File: src/hdl/nwf_ram.sv
`default_nettype none
// ----------------------------------------------------------------------------
// nwf_ram: generic single-port-write, registered-read RAM
// One write port and one read port, read data registered.
// ----------------------------------------------------------------------------
module nwf_ram #(
	parameter int Width = 16,
	parameter int Depth = 16
) (
	input  wire                     clk,
	input  wire                     we,
	input  wire [$clog2(Depth)-1:0] waddr,
	input  wire [Width-1:0]         wdata,
	input  wire [$clog2(Depth)-1:0] raddr,
	output logic [Width-1:0]        rdata
);
	logic [Width-1:0] mem_q [Depth];

	always_ff @(posedge clk) begin
		if (we) begin
			mem_q[waddr] <= wdata;
		end
		rdata <= mem_q[raddr];
	end
endmodule
`default_nettype wire

File: config.mk
export PLATFORM = sky130hd
export DESIGN_NAME = nwf_ram
export DESIGN_NICKNAME = d
export VERILOG_FILES = /design/src/hdl/nwf_ram.sv
export SDC_FILE = /design/constraint.sdc
export NUM_CORES = 1
export LEC_CHECK = 0
export ABC_AREA = 1
export ABC_CLOCK_PERIOD_IN_PS = 2100
export BUFFER_PORTS_ARGS = -buffer_cell sky130_fd_sc_hd__buf_2
export CAP_MARGIN = 20
export CORE_MARGIN = 10
export CORE_UTILIZATION = 61
export CTS_CLUSTER_SIZE = 16
export DETAILED_ROUTE_END_ITERATION = 8
export GPL_ROUTABILITY_DRIVEN = 1
export PLACE_DENSITY = 0.8
export SLEW_MARGIN = 20
export SYNTH_ARGS = -nofsm -noshare
export SYNTH_HDL_FRONTEND = slang
export SYNTH_SLANG_ARGS = --single-unit
File: constraint.sdc
create_clock -name clk -period 2.1 [get_ports clk]
set_clock_uncertainty 0.2 [all_clocks]
set_input_delay 0.105 -clock clk [delete_from_list [all_inputs] [get_ports clk]]
set_output_delay 0.105 -clock clk [all_outputs]
set_load 0.1 [all_outputs]
==> metrics.txt <==
# TYPE chip_impl_metric gauge
chip_impl_metric{name="net_sw_frac",unit=""} 0.232
chip_impl_metric{name="syn-num-nets",unit=""} 1100
chip_impl_metric{name="synth.lib_cells_used.distinct",unit=""} 13
chip_impl_metric{name="power.density",unit="mW/mm^2"} 889
chip_impl_metric{name="final_non_filler_cell_area",unit="sq mm"} 0.0130
chip_impl_metric{name="power.share.clock",unit=""} 0.384
chip_impl_metric{name="dpl.hpwl",unit="mm"} 14.8
chip_impl_metric{name="power.net_switching",unit="mW"} 2.68
chip_impl_info{name="synthDominantAreaCellType",value="sky130_fd_sc_hd__edfxtp_1"} 1
chip_impl_info{name="run_status",value="finished, final reports clean"} 1
chip_impl_metric{name="numCtsBuffers",unit=""} 27
chip_impl_metric{name="synth_sequential_area_ratio",unit=""} 0.704
chip_impl_metric{name="cellLeakagePower",unit="nW"} 5.61
chip_impl_metric{name="avgSynthCellArea",unit="sq um"} 10.6
chip_impl_metric{name="overflow",unit=""} 0
chip_impl_metric{name="ctsLongestPathBuffers",unit=""} 3
chip_impl_metric{name="setup-violations-final",unit=""} 0
chip_impl_metric{name="p_seq_frac",unit=""} 0.529
chip_impl_metric{name="final_period_minus_worst_setup_slack",unit="ps"} 1750
chip_impl_metric{name="start_util",unit=""} 0.627
chip_impl_metric{name="timing.critical_path.fanout_max",unit=""} 17
chip_impl_metric{name="avgRoutedWirePerCell",unit="microns"} 18.5
chip_impl_info{name="worst_setup_path_start_kind",value="input pin"} 1
chip_impl_metric{name="syn-instance-count",unit=""} 1074
chip_impl_metric{name="htree_levels",unit=""} 1
chip_impl_metric{name="dieHeight",unit="microns"} 157
chip_impl_metric{name="max_cap_viols",unit=""} 0
chip_impl_metric{name="cp_data_arrival_time",unit="ps"} 1970
chip_impl_info{name="holdCritPathClass",value="input pin to flop"} 1
chip_impl_info{name="worst-setup-path-type",value="input pin to flop"} 1
chip_impl_metric{name="drt_iter0_drc",unit=""} 970
chip_impl_metric{name="syn_to_final_growth",unit="%"} 14.0
chip_impl_metric{name="hold_viol_final",unit=""} 0
chip_impl_metric{name="top_level_ports",unit=""} 42
chip_impl_metric{name="area_of_the_core_region",unit="sq mm"} 0.0181
chip_impl_metric{name="drive_gt1_frac",unit=""} 0.112
chip_impl_metric{name="ant_nets",unit=""} 0
chip_impl_info{name="clk_root_buffer_cell",value="sky130_fd_sc_hd__clkbuf_16"} 1
chip_impl_metric{name="port_buffers",unit=""} 41
chip_impl_metric{name="maxSlewHeadroom",unit=""} 0.589
chip_impl_metric{name="globalplace.congestion",unit=""} 0.830
chip_impl_metric{name="period_share",unit=""} 0.834
chip_impl_metric{name="multi_input_area",unit="sq mm"} 0.00236
chip_impl_metric{name="synth_top_area_frac",unit=""} 0.675
chip_impl_info{name="kind_of_end_point_of_the_critical_path",value="flop"} 1
chip_impl_metric{name="routed_wl",unit="mm"} 25.8
chip_impl_metric{name="cts_resized",unit=""} 0
chip_impl_metric{name="layout.area.seq",unit="sq mm"} 0.00801
chip_impl_info{name="critical_path.cell_chain",value="dlygate4sd3_1, buf_2, inv_1, buf_4, nand3_1, nand3_1, dlygate4sd3_1, nand2_1"} 1
chip_impl_metric{name="overall_track_demand_over_capacity_in_global_routing",unit=""} 0.212
chip_impl_metric{name="maximum_number_of_pins_on_one_net_before_global_route_repair",unit=""} 129
chip_impl_info{name="rsz0062_at_grt",value="no"} 1
chip_impl_metric{name="placed_instance_area",unit="sq mm"} 0.0119
chip_impl_metric{name="grt_pass1_vias",unit=""} 7419
chip_impl_metric{name="postCtsSetupBuffers",unit=""} 0
chip_impl_info{name="ys_top_cells_by_area",value="sky130_fd_sc_hd__edfxtp_1 (68%), sky130_fd_sc_hd__nand2_1 (11%), sky130_fd_sc_hd__nand3_1 (8.5%)"} 1
chip_impl_metric{name="timing.final.max_slew_violations",unit=""} 0
chip_impl_metric{name="synth.yosys.warnings",unit=""} 0
chip_impl_metric{name="max_stage_delay",unit="ps"} 540
chip_impl_metric{name="power.share.combinational",unit=""} 0.086
chip_impl_metric{name="detail_route.first_pass.iterations",unit=""} 6
chip_impl_metric{name="p_total",unit="mW"} 11.5
chip_impl_metric{name="drc",unit=""} 0
chip_impl_metric{name="numClockSinks",unit=""} 272
chip_impl_info{name="cell_at_the_slowest_stage_of_the_critical_path",value="sky130_fd_sc_hd__dlygate4sd3_1"} 1
chip_impl_metric{name="die_width",unit="microns"} 157
chip_impl_metric{name="synth_area",unit="sq mm"} 0.0114
chip_impl_metric{name="vias",unit=""} 7704
chip_impl_metric{name="final.fill_count",unit=""} 1198
chip_impl_metric{name="power_report.internal_total",unit="mW"} 8.86
chip_impl_metric{name="crit_required",unit="ps"} 2320
chip_impl_metric{name="drt-vias-per-instance",unit=""} 5.51
chip_impl_metric{name="dieArea",unit="sq mm"} 0.0245
chip_impl_metric{name="timing.fmax",unit="GHz"} 0.571
chip_impl_metric{name="worst-slew-pin-transition",unit="ps"} 617
chip_impl_metric{name="antenna_found_initial",unit=""} 1
chip_impl_metric{name="cts.clk_slew.worst_paths",unit="ps"} 60
chip_impl_metric{name="placementRows",unit=""} 49
chip_impl_metric{name="ys_ff_latch",unit=""} 272
chip_impl_metric{name="layout.nets",unit=""} 1175
chip_impl_metric{name="hold_buffers_post_cts",unit=""} 21
chip_impl_metric{name="worstSkewPairLatency",unit="ps"} 520
chip_impl_metric{name="final.setup.tns",unit="ps"} 0
chip_impl_metric{name="worst_ir_drop_vdd",unit="V"} 0.000724
chip_impl_metric{name="holdWs",unit="ps"} 20.4
chip_impl_info{name="cts_tree",value="done"} 1
chip_impl_metric{name="wire_length_of_the_first_global_routing_pass",unit="mm"} 40.4
[power by group through the flow]
stage / sequential [mW] / combinational (mW) / clock (mW)
after floorplan: 6.47 / 0.410 / 0
after global placement: 6.22 / 0.933 / 0
after detailed placement: 6.22 / 0.956 / 0
after CTS: 6.11 / 0.992 / 4.49
after global routing: 6.12 / 1.08 / 4.71
final: 6.11 / 0.996 / 4.44
[final cells by class]
cell class	instances	share of cell area
flip-flops and latches	272	0.617
diodes	1	0.000193
well taps	229	0.0221
clock buffers	36	0.0562
clock inverters	12	0.00684
inverters	198	0.0574
repair buffers	97	0.0582
multi-input cells	553	0.182
[final timing paths]
check                                 start  slack, ps             to  cells after the start
worst max-delay path               raddr[2]        350       rdata[2]                      8
worst min-delay path                     we         20  mem_q[13][14]                      3
worst max register to register  mem_q[9][2]        480       rdata[2]                      7
worst min register to register  mem_q[4][5]        450       rdata[5]                      6
[cells in the mapped netlist]
cell and n:
sky130_fd_sc_hd__buf_2 19, sky130_fd_sc_hd__inv_1 196, sky130_fd_sc_hd__inv_2 2, sky130_fd_sc_hd__dfxtp_1 16, sky130_fd_sc_hd__nand3_1 193, sky130_fd_sc_hd__buf_1 1, sky130_fd_sc_hd__buf_4 18, sky130_fd_sc_hd__buf_6 3
sky130_fd_sc_hd__nor2_1 17, sky130_fd_sc_hd__nand3b_1 2, sky130_fd_sc_hd__nand2_1 341, sky130_fd_sc_hd__edfxtp_1 256, sky130_fd_sc_hd__clkbuf_1 10
[cells in the final DEF (no fill, tap or decap)]
cell type                       netlist  final
sky130_fd_sc_hd__nand2_1            341    341
sky130_fd_sc_hd__edfxtp_1           256    256
sky130_fd_sc_hd__inv_1              196    196
sky130_fd_sc_hd__nand3_1            193    193
sky130_fd_sc_hd__buf_2               19     40
sky130_fd_sc_hd__buf_4               18     30
sky130_fd_sc_hd__clkbuf_16            0     27
sky130_fd_sc_hd__dlygate4sd3_1        0     21
sky130_fd_sc_hd__nor2_2               0     16
sky130_fd_sc_hd__dfxtp_1             16     16
sky130_fd_sc_hd__clkbuf_1            10      7
sky130_fd_sc_hd__buf_12               0      6
sky130_fd_sc_hd__clkinv_2             0      5
sky130_fd_sc_hd__clkinv_1             0      4
sky130_fd_sc_hd__nand3b_1             2      2
sky130_fd_sc_hd__clkinvlp_4           0      2
sky130_fd_sc_hd__clkbuf_8             0      2
sky130_fd_sc_hd__diode_2              0      1
sky130_fd_sc_hd__inv_2                2      1
sky130_fd_sc_hd__nor2_1              17      1
sky130_fd_sc_hd__inv_6                0      1
sky130_fd_sc_hd__bufinv_16            0      1
[critical path, delay by kind of cell]
family        cells  cell delay, ps
buf+inv           5            1610
simple gates      3             240
[metrics by stage]
stage	setup slack (ps)	utilization	std cells
4_1_cts	365	0.715	1397
5_1_grt	261	0.715	1398
6_report	349	0.715	1398
3_5_place_dp	493	0.658	1328
3_3_place_gp	545	0.658	1328
2_1_floorplan	495	-	1074
[logic make-up after synthesis]
| kind of cell | count (synthesis) | synth area share |
|---|---|---|
| flops | 272 | 0.704 |
| buf+inv | 249 | 0.0921 |
| simple gates | 553 | 0.204 |
[state kept, by name, summed over array words and instances, names as in the netlist]
| signal | cells |
|---|---|
| mem_q | 256 |
| rdata | 16 |
[per-layer routing]
| metal | vias to the layer above | GRT usage | routed length [microns] |
|---|---|---|---|
| met2 | 394 | 0.346 | 12400 |
| met1 | 3622 | 0.274 | 9860 |
| met5 | - | 0 | 0 |
| met3 | 81 | 0.0362 | 2500 |
| met4 | 0 | 0.0939 | 1050 |
| li1 | 3607 | - | - |
No activity file was read; power rests on OpenSTA's default activity.
